===== config.mk =====
export PLATFORM = sky130hd
export DESIGN_NAME = free_list_slot_allocator
export DESIGN_NICKNAME = d
export VERILOG_FILES = /design/src/rtl/core/fsa_pkg.sv /design/src/rtl/core/free_list_slot_allocator.sv /design/src/rtl/core/fsa_link_ram.sv
export SDC_FILE = /design/constraint.sdc
export NUM_CORES = 2
export LEC_CHECK = 0
export BUFFER_PORTS_ARGS = -buffer_cell sky130_fd_sc_hd__buf_4
export CAP_MARGIN = 20
export CORE_MARGIN = 3
export CORE_UTILIZATION = 41
export CTS_BUF_LIST = sky130_fd_sc_hd__clkbuf_16
export DETAILED_ROUTE_END_ITERATION = 8
export HOLD_SLACK_MARGIN = 0.06
export SLEW_MARGIN = 30
export SYNTH_ARGS = -nofsm -noshare
export SYNTH_HDL_FRONTEND = slang
export SYNTH_SLANG_ARGS = --single-unit

===== constraint.sdc =====
create_clock -name i_clk -period 30.3 [get_ports i_clk]
set_clock_uncertainty 0.1 [all_clocks]
set_input_delay 6.06 -clock i_clk [delete_from_list [all_inputs] [get_ports i_clk]]
set_output_delay 6.06 -clock i_clk [all_outputs]
set_load 0.05 [all_outputs]

===== src/rtl/core/fsa_pkg.sv =====
`timescale 1ns / 1ps
`default_nettype none

package fsa_pkg;

    // Sizes of the slot space and of one link entry
    localparam int MAX_SLOTS  = 256;
    localparam int SLOT_W     = 8;
    localparam int LINK_W     = 9;
    localparam int COUNT_W    = 9;

    localparam logic [COUNT_W-1:0] SLOTS_USED_RESET = 9'd256;
    localparam logic [LINK_W-1:0]  HEAD_EMPTY       = 9'd256;

    // Operation codes
    typedef enum logic [1:0] {
        OP_ALLOC   = 2'd0,
        OP_FREE    = 2'd1,
        OP_REBUILD = 2'd2,
        OP_CHECK   = 2'd3
    } t_op;

    // Sequencer states
    typedef enum logic [1:0] {
        ST_IDLE    = 2'd0,
        ST_ALLOC   = 2'd1,
        ST_REBUILD = 2'd2,
        ST_CHECK   = 2'd3
    } t_state;

    typedef struct packed {
        t_op                op;
        logic [SLOT_W-1:0]  slot;
    } t_req;

    typedef struct packed {
        logic [SLOT_W-1:0]  granted_slot;
        logic               ok;
    } t_rsp;

endpackage

`default_nettype wire


===== src/rtl/core/free_list_slot_allocator.sv =====
// Channel      | Signals                       | Handshake
// -------------+-------------------------------+-------------------------------------
// command      | start, busy, i_req (op, slot) | taken when start high and busy low
// result       | o_done, o_result              | one-cycle strobe, no back-pressure
// config       | i_cfg_we, i_cfg_wdata         | slots in use written when i_cfg_we high
//
// Free updates the head on acceptance; alloc reads the link RAM, then moves the head.
// Rebuild writes one link per cycle after acceptance. Check follows one link per cycle
// through the RAM read port until it has counted the slots in use or meets a link
// out of range.
// The result strobe follows the last cycle; busy is low again in that same cycle.
// Synchronous reset empties the list (head past the end); link RAM is not cleared.
// The receiver cannot stall, so a result is never held back.
`timescale 1ns / 1ps
`default_nettype none

module free_list_slot_allocator (
    input  wire logic                        i_clk,
    input  wire logic                        i_rst_n,
    input  wire logic                        i_cfg_we,
    input  wire logic [fsa_pkg::COUNT_W-1:0] i_cfg_wdata,
    input  wire logic                        start,
    output logic                             busy,
    input  wire fsa_pkg::t_req               i_req,
    output logic                             o_done,
    output fsa_pkg::t_rsp                    o_result
);

    import fsa_pkg::*;

    t_state                r_state, n_state;
    logic [COUNT_W-1:0]    r_slots_used;
    logic [LINK_W-1:0]     r_head, n_head;
    logic [SLOT_W-1:0]     r_idx, n_idx;
    logic [COUNT_W-1:0]    r_cnt, n_cnt;
    logic                  r_done, n_done;
    t_rsp                  r_result, n_result;

    logic                  accept;
    logic [COUNT_W-1:0]    active_n;
    logic                  ram_we;
    logic [SLOT_W-1:0]     ram_addr;
    logic [LINK_W-1:0]     ram_wdata;
    logic [LINK_W-1:0]     ram_rdata;
    logic                  head_in_range;
    logic                  link_in_range;
    logic                  rebuild_last;

    assign accept        = start && (r_state == ST_IDLE);
    assign busy          = (r_state != ST_IDLE);
    assign active_n      = (r_slots_used > COUNT_W'(MAX_SLOTS)) ? COUNT_W'(MAX_SLOTS)
                                                                : r_slots_used;
    assign head_in_range = (r_head < active_n);
    assign link_in_range = (ram_rdata < active_n);
    assign rebuild_last  = ({1'b0, r_idx} == (active_n - COUNT_W'(1)));

    // Configuration register
    always_ff @(posedge i_clk) begin
        if (!i_rst_n) begin
            r_slots_used <= SLOTS_USED_RESET;
        end else if (i_cfg_we) begin
            r_slots_used <= i_cfg_wdata;
        end
    end

    // Link memory
    fsa_link_ram #(
        .DEPTH (MAX_SLOTS),
        .WIDTH (LINK_W)
    ) u_link_ram (
        .i_clk   (i_clk),
        .i_we    (ram_we),
        .i_addr  (ram_addr),
        .i_wdata (ram_wdata),
        .o_rdata (ram_rdata)
    );

    // Next state
    always_comb begin
        n_state = r_state;
        case (r_state)
            ST_IDLE: begin
                if (accept) begin
                    case (i_req.op)
                        OP_ALLOC:   n_state = head_in_range ? ST_ALLOC : ST_IDLE;
                        OP_REBUILD: n_state = (active_n != '0) ? ST_REBUILD : ST_IDLE;
                        OP_CHECK:   n_state = (active_n != '0 && head_in_range) ? ST_CHECK
                                                                                : ST_IDLE;
                        default:    n_state = ST_IDLE;
                    endcase
                end
            end
            ST_ALLOC: begin
                n_state = ST_IDLE;
            end
            ST_REBUILD: begin
                if (rebuild_last) begin
                    n_state = ST_IDLE;
                end
            end
            ST_CHECK: begin
                if (r_cnt == active_n || !link_in_range) begin
                    n_state = ST_IDLE;
                end
            end
            default: n_state = ST_IDLE;
        endcase
    end

    // Datapath, memory access and result
    always_comb begin
        n_head    = r_head;
        n_idx     = r_idx;
        n_cnt     = r_cnt;
        n_done    = 1'b0;
        n_result  = '0;
        ram_we    = 1'b0;
        ram_addr  = r_head[SLOT_W-1:0];
        ram_wdata = r_head;
        case (r_state)
            ST_IDLE: begin
                if (accept) begin
                    case (i_req.op)
                        OP_ALLOC: begin
                            // read of the head's link is issued on acceptance
                            ram_addr = r_head[SLOT_W-1:0];
                            n_done   = !head_in_range;
                        end
                        OP_FREE: begin
                            // push onto the head; out-of-range slots ignored
                            if ({1'b0, i_req.slot} < active_n) begin
                                ram_we    = 1'b1;
                                ram_addr  = i_req.slot;
                                ram_wdata = r_head;
                                n_head    = {1'b0, i_req.slot};
                            end
                            n_done = 1'b1;
                        end
                        OP_REBUILD: begin
                            n_idx = '0;
                            if (active_n == '0) begin
                                n_head = '0;
                                n_done = 1'b1;
                            end
                        end
                        default: begin
                            // check: first link read from the head
                            ram_addr = r_head[SLOT_W-1:0];
                            n_cnt    = COUNT_W'(1);
                            if (active_n == '0) begin
                                n_done      = 1'b1;
                                n_result.ok = 1'b1;
                            end else if (!head_in_range) begin
                                n_done = 1'b1;
                            end
                        end
                    endcase
                end
            end
            ST_ALLOC: begin
                n_head                = ram_rdata;
                n_done                = 1'b1;
                n_result.ok           = 1'b1;
                n_result.granted_slot = r_head[SLOT_W-1:0];
            end
            ST_REBUILD: begin
                ram_we    = 1'b1;
                ram_addr  = r_idx;
                ram_wdata = {1'b0, r_idx} + LINK_W'(1);
                n_idx     = r_idx + SLOT_W'(1);
                if (rebuild_last) begin
                    n_head = '0;
                    n_done = 1'b1;
                end
            end
            ST_CHECK: begin
                // follow the link just read
                ram_addr = ram_rdata[SLOT_W-1:0];
                if (r_cnt == active_n) begin
                    n_done      = 1'b1;
                    n_result.ok = !link_in_range;
                end else if (!link_in_range) begin
                    n_done = 1'b1;
                end else begin
                    n_cnt = r_cnt + COUNT_W'(1);
                end
            end
            default: begin
                n_done = 1'b0;
            end
        endcase
    end

    // Control registers
    always_ff @(posedge i_clk) begin
        if (!i_rst_n) begin
            r_state <= ST_IDLE;
            r_head  <= HEAD_EMPTY;
            r_done  <= 1'b0;
        end else begin
            r_state <= n_state;
            r_head  <= n_head;
            r_done  <= n_done;
        end
    end

    // Payload registers
    always_ff @(posedge i_clk) begin
        r_idx    <= n_idx;
        r_cnt    <= n_cnt;
        r_result <= n_result;
    end

    assign o_done   = r_done;
    assign o_result = r_result;

    // Every accepted transaction either completes next cycle or keeps the block busy
    a_accept_progress: assert property (@(posedge i_clk) disable iff (!i_rst_n)
        accept |=> (o_done || busy))
        else $error("accepted transaction neither completed nor busy");

    // The walk counter stays within the active slot count
    a_check_count: assert property (@(posedge i_clk) disable iff (!i_rst_n)
        (r_state == ST_CHECK) |-> (r_cnt != '0 && r_cnt <= active_n))
        else $error("check walk count out of range");

    // Rebuild never writes past the active slot count
    a_rebuild_range: assert property (@(posedge i_clk) disable iff (!i_rst_n)
        (r_state == ST_REBUILD) |-> ({1'b0, r_idx} < active_n))
        else $error("rebuild index beyond slot count");

    // Head never points beyond the empty marker
    a_head_range: assert property (@(posedge i_clk) disable iff (!i_rst_n)
        (r_head <= HEAD_EMPTY))
        else $error("free head out of range");

    // A granted slot is reported only with ok
    a_grant_ok: assert property (@(posedge i_clk) disable iff (!i_rst_n)
        (o_done && !o_result.ok) |-> (o_result.granted_slot == '0))
        else $error("slot granted on failed transaction");

endmodule

`default_nettype wire


===== src/rtl/core/fsa_link_ram.sv =====
`timescale 1ns / 1ps
`default_nettype none

module fsa_link_ram #(
    parameter int DEPTH = 256,
    parameter int WIDTH = 9
) (
    input  wire logic                     i_clk,
    input  wire logic                     i_we,
    input  wire logic [$clog2(DEPTH)-1:0] i_addr,
    input  wire logic [WIDTH-1:0]         i_wdata,
    output logic      [WIDTH-1:0]         o_rdata
);

    logic [WIDTH-1:0] r_mem [DEPTH];

    // Single port, read-first, registered read
    always_ff @(posedge i_clk) begin
        if (i_we) begin
            r_mem[i_addr] <= i_wdata;
        end
        o_rdata <= r_mem[i_addr];
    end

endmodule

`default_nettype wire

==> results.sh <==
export IMPL_status="completed"
export IMPL_route_vias_total=52800
export IMPL_timing_final_setup_violations=0
export IMPL_power_density_cell_area_nw_per_um2=89.7
export IMPL_cts_sinks=2360
export IMPL_p_int_w=0.00620
export IMPL_timing_hold_violations_final=0
export IMPL_viasPerCell=5.88
export IMPL_die_height_um=484
export IMPL_syn_area_um2=93600
export IMPL_portion_of_the_post_synthesis_area_used_by_sequential_elements_pct=75.3
export IMPL_cts_repair_resized=0
export IMPL_layout_area_overhead_vs_synth_pct=11.8
export IMPL_tritoncts_clock_tree="done"
export IMPL_yosysTopAreaCellShare_pct=74.4
export IMPL_dr_first_iter_drc_count=6563
export IMPL_cell_with_the_most_instances_after_synthesis="sky130_fd_sc_hd__edfxtp_1"
export IMPL_port_buffers=33
export IMPL_worstSetupStartpointType="primary input"
export IMPL_postCtsHoldBufs=0
export IMPL_timing_final_crit_share_pct=39.2
export IMPL_worstPathRequired_ps=30940
export IMPL_clk_pin_slew_worst_paths_ps=60
export IMPL_post_drt_antenna_nets=0
export IMPL_stdcell_count=8991
export IMPL_endpoint="u_link_ram.o_rdata[0]"
export IMPL_synth_top_cell_by_area="sky130_fd_sc_hd__edfxtp_1"
export IMPL_ctsLongestPathBuffers=3
export IMPL_yosys_most_used_dff="sky130_fd_sc_hd__edfxtp_1"
export IMPL_cts_root_buffer="sky130_fd_sc_hd__clkbuf_16"
export IMPL_via_count_of_the_first_global_routing_pass=50800
export IMPL_rr_worst_depth=16
export IMPL_cp_slowest_stage_delay_ps=1080
export IMPL_core_region_area_um2=226000
export IMPL_dp_cells=8553
export IMPL_routed_wl_mm=255
export IMPL_final_gp_congestion=0.872
export IMPL_ys_types=80
export IMPL_combPwrFrac_pct=29.1
export IMPL_grt_util_all_layers_pct=21.3
export IMPL_r2r_end="u_link_ram.o_rdata[0]"
export IMPL_seqPwrFrac_pct=41.9
export IMPL_remaining_drc_errors=0
export IMPL_critical_path_slowest_cell="sky130_fd_sc_hd__o41ai_1"
export IMPL_critical_path_max_fanout=43
export IMPL_multiInputGateArea_um2=21800
export IMPL_fillCellCount=19200
export IMPL_ys_top_cells_by_count="sky130_fd_sc_hd__edfxtp_1, sky130_fd_sc_hd__nand2_1, sky130_fd_sc_hd__mux2i_1, sky130_fd_sc_hd__nor2_1, sky130_fd_sc_hd__o22ai_1"
export IMPL_hpwl_mm=150
export IMPL_max_slew_margin_pct=20.5
export IMPL_worstPathArrival_ps=12530
export IMPL_worstPathCellList="buf_4, ha_1, a21o_1, a221oi_4, o211ai_2, o21ai_0, a31oi_4, buf_4, nand3_4, buf_4, buf_4, o22ai_1, o41ai_1, nand4_1, a2111o_1"
export IMPL_criticalPathCategory="in2reg"
export IMPL_final_cell_area_um2=105000
export IMPL_post_synth_main_area_contributors="sky130_fd_sc_hd__edfxtp_1, sky130_fd_sc_hd__mux2i_1, sky130_fd_sc_hd__mux4_2"
export IMPL_grt_start_max_net_pins=215
export IMPL_synth_cells=5793
export IMPL_tightest_slew_ps=1180
export IMPL_effective_utilization_at_floorplan_pct=41.4
export IMPL_totalNegativeSetupSlack_ps=0
export IMPL_grt_overflow=0
export IMPL_p_leak_nw=36.0
export IMPL_layout_area_seq_um2=70500
export IMPL_synth_ff_latch_count=2360
export IMPL_layout_nets=5854
export IMPL_tritoncts_num_buffers=230
export IMPL_synth_async_sr_flop_share_pct=0
export IMPL_detail_route_first_pass_iterations=6
export IMPL_synth_yosys_warnings=0
export IMPL_placement_cell_area_um2=97300
export IMPL_p_sw_w=0.00319
export IMPL_period_minus_slack_ps=11890
export IMPL_rows=174
export IMPL_drive_above_1_share_pct=12.7
export IMPL_wl_per_cell_um=28.3
export IMPL_hold_path_class="reg2reg"
export IMPL_synth_enable_flop_cells=2321
export IMPL_synth_fp_nets=5849
export IMPL_pin_count=34
export IMPL_dieWidth_um=484
export IMPL_rsz0062_at_grt="false"
export IMPL_postCtsSetupBuffers=0
export IMPL_grt_pass1_wl_mm=369
export IMPL_r2r_start="r_slots_used[8]"
export IMPL_design_die_area_um2=234000
export IMPL_timing_startpoint_of_the_critical_path="i_req[6]"
export IMPL_maxClockFrequency_mhz=84.1
export IMPL_worstSkewPairLatency_ps=880
export IMPL_syn_area_per_cell_um2=16.2
export IMPL_vdd_drop_max_mv=0.0742
export IMPL_cap_violations=0
export IMPL_power_share_switching_pct=33.9
export IMPL_number_of_antenna_violations_at_the_first_check_in_global_routing=8
export IMPL_path_common_cell="sky130_fd_sc_hd__buf_4"
export IMPL_rrSetupSlack_ps=22510
export IMPL_p_clk_share_pct=29.0
export IMPL_clock_tree_htree_level_count=4
export IMPL_worstSetupEndpointType="flip-flop"
export IMPL_report_final_slew_viol_count=0
## worst max-delay path: cells and delay by family
family                     cells  cell delay [ps]
and+or+nand+nor                2              930
adders and majority gates      1              300
buffers and inverters          4             1840
AOI/OAI and AO/OA              8             3230
## power by group through the flow
stage               registers, W  clock network (W)  logic (W)
global route             0.00393            0.00290    0.00289
finish                   0.00393            0.00272    0.00274
global placement         0.00400                  0    0.00264
detailed placement       0.00400                  0    0.00270
CTS                      0.00393            0.00276    0.00270
floorplan                0.00405                  0    0.00167
## state kept, by name (all words and copies together), names as in the netlist
register / count
u_link_ram.r_mem: 2304
o_result: 9
r_cnt: 9
r_head: 9
r_slots_used: 9
u_link_ram.o_rdata: 9
r_idx: 8
r_state: 2
o_done: 1
## area by class of cell
type / instances / area share (%)
sequential: 2360 / 67.3
multi-input combinational: 3042 / 20.8
clock buffer: 232 / 5.55
tap: 2992 / 3.58
timing repair buffer: 151 / 1.37
clock inverter: 193 / 1.27
inverter: 13 / 0.0490
antenna: 8 / 0.0191
## metrics by stage
step | total power (W) | hold WS (ps) | util (%) | worst slack, ps
floorplan | 0.00572 | 370 | - | 20340
CTS | 0.00940 | 441 | 46.2 | 18490
detailed placement | 0.00669 | 431 | 43.0 | 17560
global route | 0.00971 | 463 | 46.3 | 18350
global placement | 0.00664 | 426 | 42.9 | 17610
finish | 0.00939 | 440 | 46.3 | 18410
## kinds of logic (layout without fill, tap and decap cells)
kind of cell | after synthesis | after routing | share of synthesized area [%]
compound gates | 890 | 890 | 6.62
xor+xnor | 24 | 24 | 0.225
fa+ha+maj | 33 | 33 | 0.441
buf+inv | 391 | 589 | 2.02
flops | 2360 | 2360 | 75.3
mux | 650 | 650 | 8.64
other cells | 0 | 8 | 0
simple gates | 1445 | 1445 | 6.78
## worst min-delay path by stage
stage	startpoint	to	cells past startpoint
6_report	r_slots_used[4]	r_slots_used[4]	2
5_1_grt	r_head[0]	o_result[1]	1
4_1_cts	r_slots_used[4]	r_slots_used[4]	2
3_5_place_dp	r_slots_used[4]	r_slots_used[4]	2
3_3_place_gp	r_slots_used[4]	r_slots_used[4]	2
2_1_floorplan	u_link_ram.o_rdata[8]	r_head[8]	2
## cell usage in the layout, fill, tap and decap left out, types with 17 or more instances in the layout
master	count
sky130_fd_sc_hd__o41ai_1	35
sky130_fd_sc_hd__mux2_2	18
sky130_fd_sc_hd__a311oi_1	70
sky130_fd_sc_hd__nor4_1	18
sky130_fd_sc_hd__a31oi_1	27
sky130_fd_sc_hd__nor2_2	78
sky130_fd_sc_hd__nand2_1	728
sky130_fd_sc_hd__nor3_1	31
sky130_fd_sc_hd__o21ai_0	60
sky130_fd_sc_hd__mux4_2	125
sky130_fd_sc_hd__buf_4	127
sky130_fd_sc_hd__a2111o_1	17
sky130_fd_sc_hd__edfxtp_1	2321
sky130_fd_sc_hd__clkinv_1	59
sky130_fd_sc_hd__a21oi_1	180
sky130_fd_sc_hd__nand4_1	26
sky130_fd_sc_hd__inv_1	65
sky130_fd_sc_hd__a311o_1	18
sky130_fd_sc_hd__clkbuf_16	232
sky130_fd_sc_hd__nand3_1	132
sky130_fd_sc_hd__and2_1	22
sky130_fd_sc_hd__nor2_1	203
sky130_fd_sc_hd__a22o_1	27
sky130_fd_sc_hd__o22ai_1	253
sky130_fd_sc_hd__clkinv_2	42
sky130_fd_sc_hd__ha_1	33
sky130_fd_sc_hd__and3_1	101
sky130_fd_sc_hd__nand2_2	18
sky130_fd_sc_hd__mux2i_1	507
sky130_fd_sc_hd__dfxtp_1	39
sky130_fd_sc_hd__a211oi_1	52
## layer usage
layer  wire length [um]  up-vias  global-route usage, %
li1                   -    22800                      -
met1             110000    27300                   31.5
met2             115000     2371                   32.0
met3              22000      354                   4.02
met4               7170        0                   6.44
met5                  0        -                      0
(Power assumes the default switching activity.)
